`src/rtl/core/cms_pkg.sv`:
```
// Shared types and constants for the message serializer.
package cms_pkg;

    localparam int MAX_TOKEN_BYTES = 8;
    localparam int HEADER_BYTES    = 4;
    localparam int OPTION_BYTES    = 5;
    localparam int JOB_BYTES       = (HEADER_BYTES + MAX_TOKEN_BYTES > OPTION_BYTES) ?
                                     (HEADER_BYTES + MAX_TOKEN_BYTES) : OPTION_BYTES;
    localparam int CNT_W           = $clog2(JOB_BYTES + 1);
    localparam int IDX_W           = $clog2(JOB_BYTES);
    localparam int QUEUE_DEPTH     = 2;

    localparam logic [15:0] EXT1_BASE = 16'd13;
    localparam logic [15:0] EXT2_BASE = 16'd269;
    localparam logic [3:0]  NIB_EXT1  = 4'd13;
    localparam logic [3:0]  NIB_EXT2  = 4'd14;

    typedef enum logic [1:0] {
        MODE_HEADER = 2'd0,
        MODE_OPTION = 2'd1,
        MODE_VALUE  = 2'd2,
        MODE_UNUSED = 2'd3
    } mode_t;

    typedef struct packed {
        logic [1:0]  mode;
        logic [1:0]  version;
        logic [1:0]  msg_type;
        logic [3:0]  tok_len;
        logic [2:0]  req_class;
        logic [4:0]  req_detail;
        logic [15:0] message_id;
        logic [63:0] token;
        logic [15:0] option_number;
        logic [15:0] option_length;
        logic [7:0]  value_byte;
    } in_t;

    typedef struct packed {
        logic [7:0] out_byte;
        logic       last_of_run;
        logic       order_error;
    } out_t;

    // One classified request: the bytes to send, how many, and the error mark.
    typedef struct packed {
        logic [JOB_BYTES-1:0][7:0] bytes;
        logic [CNT_W-1:0]          count;
        logic                      err;
    } job_t;

endpackage

```
`src/rtl/core/cms_front.sv`:
```
// Front end: accepts requests, tracks the option number and builds byte jobs.
module cms_front
(
    input  logic          clk,
    input  logic          rst_n,
    input  logic          in_valid,
    output logic          in_ready,
    input  cms_pkg::in_t  in_data,
    output logic          job_valid,
    input  logic          job_ready,
    output cms_pkg::job_t job
);

    typedef struct packed {
        logic [3:0]  nib;
        logic [1:0]  ext;
        logic [15:0] val;
    } ext_t;

    function automatic ext_t nib_of(input logic [15:0] v);
        ext_t r;
        if (v < cms_pkg::EXT1_BASE) begin
            r.nib = v[3:0];
            r.ext = 2'd0;
            r.val = 16'd0;
        end
        else if (v < cms_pkg::EXT2_BASE) begin
            r.nib = cms_pkg::NIB_EXT1;
            r.ext = 2'd1;
            r.val = v - cms_pkg::EXT1_BASE;
        end
        else begin
            r.nib = cms_pkg::NIB_EXT2;
            r.ext = 2'd2;
            r.val = v - cms_pkg::EXT2_BASE;
        end
        return r;
    endfunction

    logic [15:0] prev_opt_reg;
    logic [15:0] prev_opt_next;
    logic        accept;
    logic        push;
    logic        descend;
    logic [15:0] delta;
    logic [3:0]  n_tok;
    logic [3:0]  sel;
    ext_t        d_enc;
    ext_t        l_enc;
    logic [1:0][7:0] d_seq;
    logic [1:0][7:0] l_seq;

    assign in_ready  = job_ready;
    assign accept    = in_valid && in_ready;
    assign job_valid = in_valid && push;

    assign descend = in_data.option_number < prev_opt_reg;
    assign delta   = in_data.option_number - prev_opt_reg;
    assign d_enc   = nib_of(delta);
    assign l_enc   = nib_of(in_data.option_length);
    assign n_tok   = (in_data.tok_len > 4'(cms_pkg::MAX_TOKEN_BYTES)) ?
                     4'(cms_pkg::MAX_TOKEN_BYTES) : in_data.tok_len;

    // Extended bytes go out high byte first when two are needed.
    always_comb
    begin
        d_seq[0] = (d_enc.ext == 2'd2) ? d_enc.val[15:8] : d_enc.val[7:0];
        d_seq[1] = d_enc.val[7:0];
        l_seq[0] = (l_enc.ext == 2'd2) ? l_enc.val[15:8] : l_enc.val[7:0];
        l_seq[1] = l_enc.val[7:0];
    end

    always_comb
    begin
        job           = '0;
        push          = 1'b0;
        sel           = 4'd0;
        prev_opt_next = prev_opt_reg;
        unique case (in_data.mode)
            cms_pkg::MODE_HEADER:
            begin
                push          = 1'b1;
                prev_opt_next = 16'd0;
                job.bytes[0]  = {in_data.version, in_data.msg_type, in_data.tok_len};
                job.bytes[1]  = {in_data.req_class, in_data.req_detail};
                job.bytes[2]  = in_data.message_id[15:8];
                job.bytes[3]  = in_data.message_id[7:0];
                for (int i = 0; i < cms_pkg::MAX_TOKEN_BYTES; i++)
                begin
                    sel = n_tok - 4'(i) - 4'd1;
                    if (4'(i) < n_tok)
                    begin
                        job.bytes[cms_pkg::HEADER_BYTES + i] =
                            in_data.token[{sel[2:0], 3'b000} +: 8];
                    end
                end
                job.count = cms_pkg::CNT_W'(cms_pkg::HEADER_BYTES) + cms_pkg::CNT_W'(n_tok);
            end
            cms_pkg::MODE_OPTION:
            begin
                push = 1'b1;
                if (descend)
                begin
                    job.err   = 1'b1;
                    job.count = cms_pkg::CNT_W'(1);
                end
                else
                begin
                    prev_opt_next = in_data.option_number;
                    job.bytes[0]  = {d_enc.nib, l_enc.nib};
                    job.bytes[1]  = (d_enc.ext != 2'd0) ? d_seq[0] : l_seq[0];
                    job.bytes[2]  = (d_enc.ext == 2'd2) ? d_seq[1] :
                                    (d_enc.ext == 2'd1) ? l_seq[0] : l_seq[1];
                    job.bytes[3]  = (d_enc.ext == 2'd2) ? l_seq[0] :
                                    (d_enc.ext == 2'd1) ? l_seq[1] : 8'd0;
                    job.bytes[4]  = l_seq[1];
                    job.count     = cms_pkg::CNT_W'(1) + cms_pkg::CNT_W'(d_enc.ext)
                                  + cms_pkg::CNT_W'(l_enc.ext);
                end
            end
            cms_pkg::MODE_VALUE:
            begin
                push         = 1'b1;
                job.bytes[0] = in_data.value_byte;
                job.count    = cms_pkg::CNT_W'(1);
            end
            default:
            begin
                // unused mode: drop the request
                push = 1'b0;
            end
        endcase
    end

    always_ff @(posedge clk or negedge rst_n)
    begin
        if (!rst_n)
        begin
            prev_opt_reg <= 16'd0;
        end
        else if (accept)
        begin
            prev_opt_reg <= prev_opt_next;
        end
    end

endmodule

```
`src/rtl/core/cms_queue.sv`:
```
// Short job queue between front and back ends.
module cms_queue
#(
    parameter int DEPTH = cms_pkg::QUEUE_DEPTH
)
(
    input  logic          clk,
    input  logic          rst_n,
    input  logic          push_valid,
    output logic          push_ready,
    input  cms_pkg::job_t push_job,
    output logic          pop_valid,
    input  logic          pop_ready,
    output cms_pkg::job_t pop_job
);

    localparam int PTR_W = (DEPTH > 1) ? $clog2(DEPTH) : 1;
    localparam int QC_W  = $clog2(DEPTH + 1);

    cms_pkg::job_t    mem [DEPTH];
    logic [PTR_W-1:0] wr_ptr_reg;
    logic [PTR_W-1:0] rd_ptr_reg;
    logic [QC_W-1:0]  count_reg;
    logic [QC_W-1:0]  count_next;
    logic             do_push;
    logic             do_pop;

    assign push_ready = count_reg != QC_W'(DEPTH);
    assign pop_valid  = count_reg != '0;
    assign pop_job    = mem[rd_ptr_reg];
    assign do_push    = push_valid && push_ready;
    assign do_pop     = pop_valid && pop_ready;

    always_comb
    begin
        count_next = count_reg;
        if (do_push && !do_pop)
        begin
            count_next = count_reg + QC_W'(1);
        end
        else if (do_pop && !do_push)
        begin
            count_next = count_reg - QC_W'(1);
        end
    end

    always_ff @(posedge clk)
    begin
        if (do_push)
        begin
            mem[wr_ptr_reg] <= push_job;
        end
    end

    always_ff @(posedge clk or negedge rst_n)
    begin
        if (!rst_n)
        begin
            wr_ptr_reg <= '0;
            rd_ptr_reg <= '0;
            count_reg  <= '0;
        end
        else
        begin
            count_reg <= count_next;
            if (do_push)
            begin
                wr_ptr_reg <= (wr_ptr_reg == PTR_W'(DEPTH - 1)) ? '0 : wr_ptr_reg + PTR_W'(1);
            end
            if (do_pop)
            begin
                rd_ptr_reg <= (rd_ptr_reg == PTR_W'(DEPTH - 1)) ? '0 : rd_ptr_reg + PTR_W'(1);
            end
        end
    end

endmodule

```
`src/rtl/core/cms_back.sv`:
```
// Back end: walks the current job one byte per cycle into the output register while out_ready allows.
module cms_back
(
    input  logic          clk,
    input  logic          rst_n,
    input  logic          job_valid,
    output logic          job_ready,
    input  cms_pkg::job_t job,
    output logic          out_valid,
    input  logic          out_ready,
    output cms_pkg::out_t out_data
);

    cms_pkg::job_t             cur_reg;
    logic                      cur_valid_reg;
    logic [cms_pkg::CNT_W-1:0] idx_reg;
    cms_pkg::out_t             out_reg;
    logic                      out_valid_reg;
    logic                      emit;
    logic                      is_last;
    logic                      load;

    assign emit      = cur_valid_reg && (!out_valid_reg || out_ready);
    assign is_last   = idx_reg == (cur_reg.count - cms_pkg::CNT_W'(1));
    assign load      = !cur_valid_reg || (emit && is_last);
    assign job_ready = load;
    assign out_valid = out_valid_reg;
    assign out_data  = out_reg;

    always_ff @(posedge clk)
    begin
        if (load && job_valid)
        begin
            cur_reg <= job;
        end
        if (emit)
        begin
            out_reg.out_byte    <= cur_reg.bytes[idx_reg[cms_pkg::IDX_W-1:0]];
            out_reg.last_of_run <= is_last;
            out_reg.order_error <= cur_reg.err;
        end
    end

    always_ff @(posedge clk or negedge rst_n)
    begin
        if (!rst_n)
        begin
            cur_valid_reg <= 1'b0;
            idx_reg       <= '0;
            out_valid_reg <= 1'b0;
        end
        else
        begin
            if (emit)
            begin
                out_valid_reg <= 1'b1;
            end
            else if (out_ready)
            begin
                out_valid_reg <= 1'b0;
            end
            if (load)
            begin
                cur_valid_reg <= job_valid;
                idx_reg       <= '0;
            end
            else if (emit)
            begin
                idx_reg <= idx_reg + cms_pkg::CNT_W'(1);
            end
        end
    end

`ifndef ASSERT_OFF
    a_job_nonempty: assert property (@(posedge clk) disable iff (!rst_n)
        cur_valid_reg |-> cur_reg.count != '0)
        else $error("active job has no bytes");

    a_idx_in_range: assert property (@(posedge clk) disable iff (!rst_n)
        cur_valid_reg |-> idx_reg < cur_reg.count)
        else $error("byte index past end of job");

    a_err_single: assert property (@(posedge clk) disable iff (!rst_n)
        cur_valid_reg && cur_reg.err |-> cur_reg.count == cms_pkg::CNT_W'(1))
        else $error("error job longer than one byte");

    a_err_last: assert property (@(posedge clk) disable iff (!rst_n)
        out_valid_reg && out_reg.order_error |-> out_reg.last_of_run)
        else $error("order error byte not marked last");
`endif

endmodule

```
`src/rtl/core/coap_message_serializer_unit.sv`:
```
// Top level of the message serializer: front end, job queue and back end.
//
// Requests enter on in_valid/in_ready with an in_t payload; serialized bytes
// leave on out_valid/out_ready with an out_t payload, one byte per transfer.
// A header request yields four header bytes plus min(token length, 8) token
// bytes; an option-start request yields one to five bytes (delta/length byte,
// then extended delta, then extended length bytes); a value request yields its
// byte. A descending option number yields a single byte 0 with order_error
// and last_of_run set. last_of_run marks the final byte of every request.
// When the back end is free, the first byte of a request passes through the
// queue, the back end's job register and the output register. The back end
// emits one byte per cycle while the receiver does not stall; value requests
// then flow at one per cycle. The front end keeps accepting while the queue of
// QUEUE_DEPTH jobs has room, also while the receiver stalls.
// Reset clears the option number tracker, the queue and the back end's valid flags.
module coap_message_serializer_unit
#(
    parameter int QUEUE_DEPTH = cms_pkg::QUEUE_DEPTH
)
(
    input  logic          clk,
    input  logic          rst_n,
    input  logic          in_valid,
    output logic          in_ready,
    input  cms_pkg::in_t  in_data,
    output logic          out_valid,
    input  logic          out_ready,
    output cms_pkg::out_t out_data
);

    logic          f_valid;
    logic          f_ready;
    cms_pkg::job_t f_job;
    logic          b_valid;
    logic          b_ready;
    cms_pkg::job_t b_job;

    cms_front u_front
    (
        .clk       (clk),
        .rst_n     (rst_n),
        .in_valid  (in_valid),
        .in_ready  (in_ready),
        .in_data   (in_data),
        .job_valid (f_valid),
        .job_ready (f_ready),
        .job       (f_job)
    );

    cms_queue #(
        .DEPTH (QUEUE_DEPTH)
    ) u_queue
    (
        .clk        (clk),
        .rst_n      (rst_n),
        .push_valid (f_valid),
        .push_ready (f_ready),
        .push_job   (f_job),
        .pop_valid  (b_valid),
        .pop_ready  (b_ready),
        .pop_job    (b_job)
    );

    cms_back u_back
    (
        .clk       (clk),
        .rst_n     (rst_n),
        .job_valid (b_valid),
        .job_ready (b_ready),
        .job       (b_job),
        .out_valid (out_valid),
        .out_ready (out_ready),
        .out_data  (out_data)
    );

endmodule

```
`config.mk`:
```
export PLATFORM = sky130hd
export DESIGN_NAME = coap_message_serializer_unit
export DESIGN_NICKNAME = d
export VERILOG_FILES = /design/src/rtl/core/cms_pkg.sv /design/src/rtl/core/cms_front.sv /design/src/rtl/core/cms_queue.sv /design/src/rtl/core/cms_back.sv /design/src/rtl/core/coap_message_serializer_unit.sv
export SDC_FILE = /design/constraint.sdc
export NUM_CORES = 1
export LEC_CHECK = 0
export BUFFER_PORTS_ARGS = -buffer_cell sky130_fd_sc_hd__buf_2
export CORE_MARGIN = 2
export CORE_UTILIZATION = 45
export CTS_CLUSTER_DIAMETER = 200
export DETAILED_ROUTE_END_ITERATION = 12
export GPL_TIMING_DRIVEN = 0
export SYNTH_ARGS = -nofsm -noshare
export SYNTH_HDL_FRONTEND = slang
export SYNTH_HIERARCHICAL = 1
export SYNTH_SLANG_ARGS = --single-unit
```
`constraint.sdc`:
```
create_clock -name clk -period 14.4 [get_ports clk]
set_clock_uncertainty 0.05 [all_clocks]
set_input_delay 2.88 -clock clk [delete_from_list [all_inputs] [get_ports clk]]
set_output_delay 2.88 -clock clk [all_outputs]
set_load 0.02 [all_outputs]
```
==> impl_metrics.csv <==
group,metric,value,unit
clocking,h-tree-depth,2,
hold_path,hp-class,"register to register",
placed_design,port_buffers,153,
setup_path,crit-reg2reg-launch,"u_front/prev_opt_reg[0]$_DFFE_PN0P_",
clocking,holdBufCountCts,0,
setup_path,critical-path-max-stage-delay,1.09,ns
final_layout,syn2layout_area_growth,15.5,%
clocking,cts_root_buf,"clkbuf_16",
floorplan,dieWidth,204,um
sta,rsz0062_at_grt,"false",
floorplan,core,39500,sq um
setup_path,critPathMostFrequentCell,"clkbuf_1",
setup_path,rrSetupSlack,9.66,ns
detailed_routing,finalWirelength,49.7,mm
sta,post-route-min-period,7.48,ns
setup_path,endpoint_kind,"register",
setup_path,critPathRequiredTime,14.60,ns
detailed_routing,routedWlPerCell,23.7,um
yosys,ys_types,82,
yosys,syn_area,17900,sq um
flow_run,cap_violations,0,
yosys,yosys.area.top_type,"edfxtp_1",
detailed_routing,antenna_left,0,
yosys,synth_edf_count,313,
setup_path,critPathKind,"primary input to register",
placed_design,gp_congestion,0.940,
setup_path,worst-path-max-fanout,11,
final_layout,stdcell_area,20700,sq um
detailed_routing,dr.pass1.iters,5,
setup_path,endpoint,"u_queue/mem[0][45]$_DFFE_PP_",
clocking,ctsResizeCount,0,
floorplan,io_pins,154,
floorplan,initial_core_util,45.3,%
detailed_routing,drc,0,
clocking,clk_pin_slew_worst_paths,0.06,ns
yosys,syn_inst,1342,
grt,grt_max_degree,73,
yosys,synthesis.nets,1511,
yosys,netlist.area_leader.share,52.4,%
sta,maxSlewViolCount,0,
setup_path,cp_cell_sequence,"buf_2 -> clkbuf_1 -> nand2b_1 -> clkbuf_1 -> clkbuf_1 -> ha_1 -> clkbuf_1 -> nor2_1 -> nor2_2 -> xor2_1 -> mux2i_1 -> nor2_1",
power_and_ir_drop,p_per_area,177,nW/um^2
final_layout,drive_gt1_share,25.5,%
yosys,synthTopCellsByArea,"edfxtp_1 52%, mux2i_1 6.8%, mux2_4 6.7%",
grt,grtUsageTotal,23.9,%
sta,max_freq,0.134,GHz
yosys,yosysWarningCount,6,
setup_path,r2r-end,"u_queue/mem[1][3]$_DFFE_PP_",
setup_path,cp-startpoint,"in_data[131]",
power_and_ir_drop,worst_ir_drop_vdd,128,uV
grt,grt_pass1_vias,11700,
status,status,"completed",
detailed_routing,num_vias,12000,
setup_path,reg2regPathDepth,15,
grt,grt_pass1_wl,73.0,mm
final_layout,final_util,52.4,%
floorplan,die_y,204,um
sta,setup_viol,0,
detailed_routing,drt_iter0_drc,1020,
setup_path,crit_path_top_delay_cell,"xor2_1",
placed_design,placed_cell_area,19500,sq um
final_layout,largest_register_ffs,202,
floorplan,die-area,41500,sq um
placed_design,dpl.hpwl,37.6,mm
final_layout,n_fill_cell,3362,
detailed_routing,avgViaCountPerCell,5.72,
final_layout,nNetsFinal,1709,
sta,tns,0,ns
grt,grt_overflow,0,
yosys,synth-async-reset-ratio,7.67,%
clocking,numClockSinks,339,
setup_path,startpoint_type,"primary input",
yosys,ys_seq_area_share,56.1,%
floorplan,row_count,73,
sta,min_period_over_period,51.9,%
clocking,clk_latency,0.55,ns
placed_design,pre_cts_ws,6.41,ns
sta,tightest_slew,1.36,ns
sta,finalHoldViolations,0,
yosys,ys_dominant_reg_cell,"edfxtp_1",
clocking,clockBufferDepth,3,
setup_path,worstPathArrival,7.67,ns
power_and_ir_drop,leakagePower,8.06,nW
clocking,cts_inserted_buffers,38,
sta,postLayoutSetupSlackWorst,6.92,ns
yosys,synth_seq_cells,339,
clocking,post_cts_buffers,0,
grt,antenna_found_initial,3,
sta,slew_headroom,8.89,%
clocking,cts_tree,"done",
yosys,syn_area_per_cell,13.4,sq um
==> how the worst min path moves through the flow <==
stage / start / end / slack [ns] / cells after the start
final: u_back/cur_reg[0]$_DFFE_PP_ / u_back/out_data[0]$_DFFE_PP_ / 0.37 / 0
after global routing: u_back/cur_reg[0]$_DFFE_PP_ / u_back/out_data[0]$_DFFE_PP_ / 0.39 / 0
after CTS: u_back/cur_reg[0]$_DFFE_PP_ / u_back/out_data[0]$_DFFE_PP_ / 0.37 / 0
after detailed placement: u_back/cur_reg[0]$_DFFE_PP_ / u_back/out_data[0]$_DFFE_PP_ / 0.36 / 0
after global placement: u_back/cur_reg[0]$_DFFE_PP_ / u_back/out_data[0]$_DFFE_PP_ / 0.36 / 0
after floorplan: u_back/cur_reg[0]$_DFFE_PP_ / u_back/out_data[0]$_DFFE_PP_ / 0.35 / 0
==> worst max-delay path: cells and delay by family <==
kind                       cells  cell delay [ns]
buffers and inverters          5             1.99
and+or+nand+nor                4             0.95
muxes                          1             0.44
adders and majority gates      1             0.31
xor gates and xnor gates       1             1.09
==> cells by family (layout without fill, tap and decap cells) <==
logic type,after synthesis,count (layout),synth area share [%]
AND/OR/NAND/NOR,317,317,8.41
buffers and inverters,108,336,2.82
flip-flops,339,339,56.1
multiplexers,264,264,18.9
other,0,2,0
adder cells (fa/ha/maj),27,27,1.97
XOR/XNOR,38,38,1.93
AO/OA/AOI/OAI,249,249,9.91
==> routing by layer <==
metal  GRT usage (%)  part of all wire [%]  wire length, um
met1            35.3                    48            23700
met2            36.7                    44            22100
met3            3.50                   5.6             2780
met4            6.73                   2.3             1150
met5               0                 0.026               13
==> synth_stat cells, drive strengths merged, types with 3 or more instances <==
cell	n
o211ai	15
o22ai	25
clkbuf	36
mux2	118
o211a	3
a32oi	7
a22oi	18
and3	15
a211o	3
edfxtp	313
nand3	12
mux4	24
nand2	111
a22o	25
o2bb2ai	3
or2	7
nor3	13
o31ai	11
nand3b	6
or3	8
buf	35
nor3b	3
and2	14
xor2	18
o21a	6
a221oi	3
a21o	13
dfrtp	26
mux2i	122
o21ai	30
a211oi	7
ha	25
a32o	4
a2111oi	3
a21oi	52
nand2b	14
a21boi	3
xnor2	19
or4	4
nor2b	9
nor2	92
inv	37
==> power by group <==
| group | switching (mW) | leakage [nW] | internal, mW | total [mW] |
|---|---|---|---|---|
| Clock | 0.396 | 0.595 | 0.544 | 0.940 |
| Sequential | 0.0556 | 3.26 | 1.34 | 1.40 |
| Combinational | 0.756 | 4.20 | 0.571 | 1.33 |
==> final cells by class <==
type	count	area, sq um	share of cell area [%]
flip-flops and latches	339	10000	48.5
multi-input cells	895	7390	35.7
clock buffers	46	1010	4.89
repair buffers	158	881	4.25
well taps	525	657	3.17
plain buffers	71	367	1.77
clock inverters	24	206	0.997
inverters	37	139	0.671
diodes	2	5.00	0.0242
==> metrics by stage <==
step                      hold slack, ns  std cells  total power, mW
final                              0.373       2097             3.66
after CTS                          0.375       2095             3.69
after floorplan                    0.350       1342             2.37
after global placement             0.358       2020             2.74
after detailed placement           0.361       2025             2.74
after global routing               0.389       2096             3.84
==> placed cells by master (no fill, tap or decap), types with 7 or more instances in the layout <==
| master | Yosys | final |
|---|---|---|
| a211oi_1 | 7 | 7 |
| a21o_1 | 13 | 13 |
| a21oi_1 | 51 | 51 |
| a22o_1 | 25 | 25 |
| a22oi_1 | 18 | 18 |
| a32oi_1 | 7 | 7 |
| and2_1 | 14 | 13 |
| and3_1 | 15 | 14 |
| buf_1 | 13 | 13 |
| buf_2 | 8 | 161 |
| buf_6 | 10 | 10 |
| clkbuf_1 | 36 | 42 |
| clkbuf_16 | 0 | 39 |
| clkinv_1 | 0 | 7 |
| dfrtp_1 | 26 | 26 |
| edfxtp_1 | 313 | 313 |
| ha_1 | 25 | 25 |
| inv_1 | 35 | 35 |
| mux2_2 | 38 | 38 |
| mux2_4 | 80 | 80 |
| mux2i_1 | 122 | 122 |
| mux4_2 | 24 | 24 |
| nand2_1 | 111 | 111 |
| nand2b_1 | 13 | 13 |
| nand3_1 | 11 | 11 |
| nor2_1 | 91 | 90 |
| nor2b_1 | 9 | 9 |
| nor3_1 | 12 | 12 |
| o211ai_1 | 14 | 14 |
| o21ai_0 | 29 | 29 |
| o22ai_1 | 25 | 25 |
| o31ai_1 | 10 | 10 |
| or3_1 | 8 | 8 |
| xnor2_1 | 19 | 19 |
| xor2_1 | 18 | 18 |
Note: power is estimated with default switching activity, not from simulation.
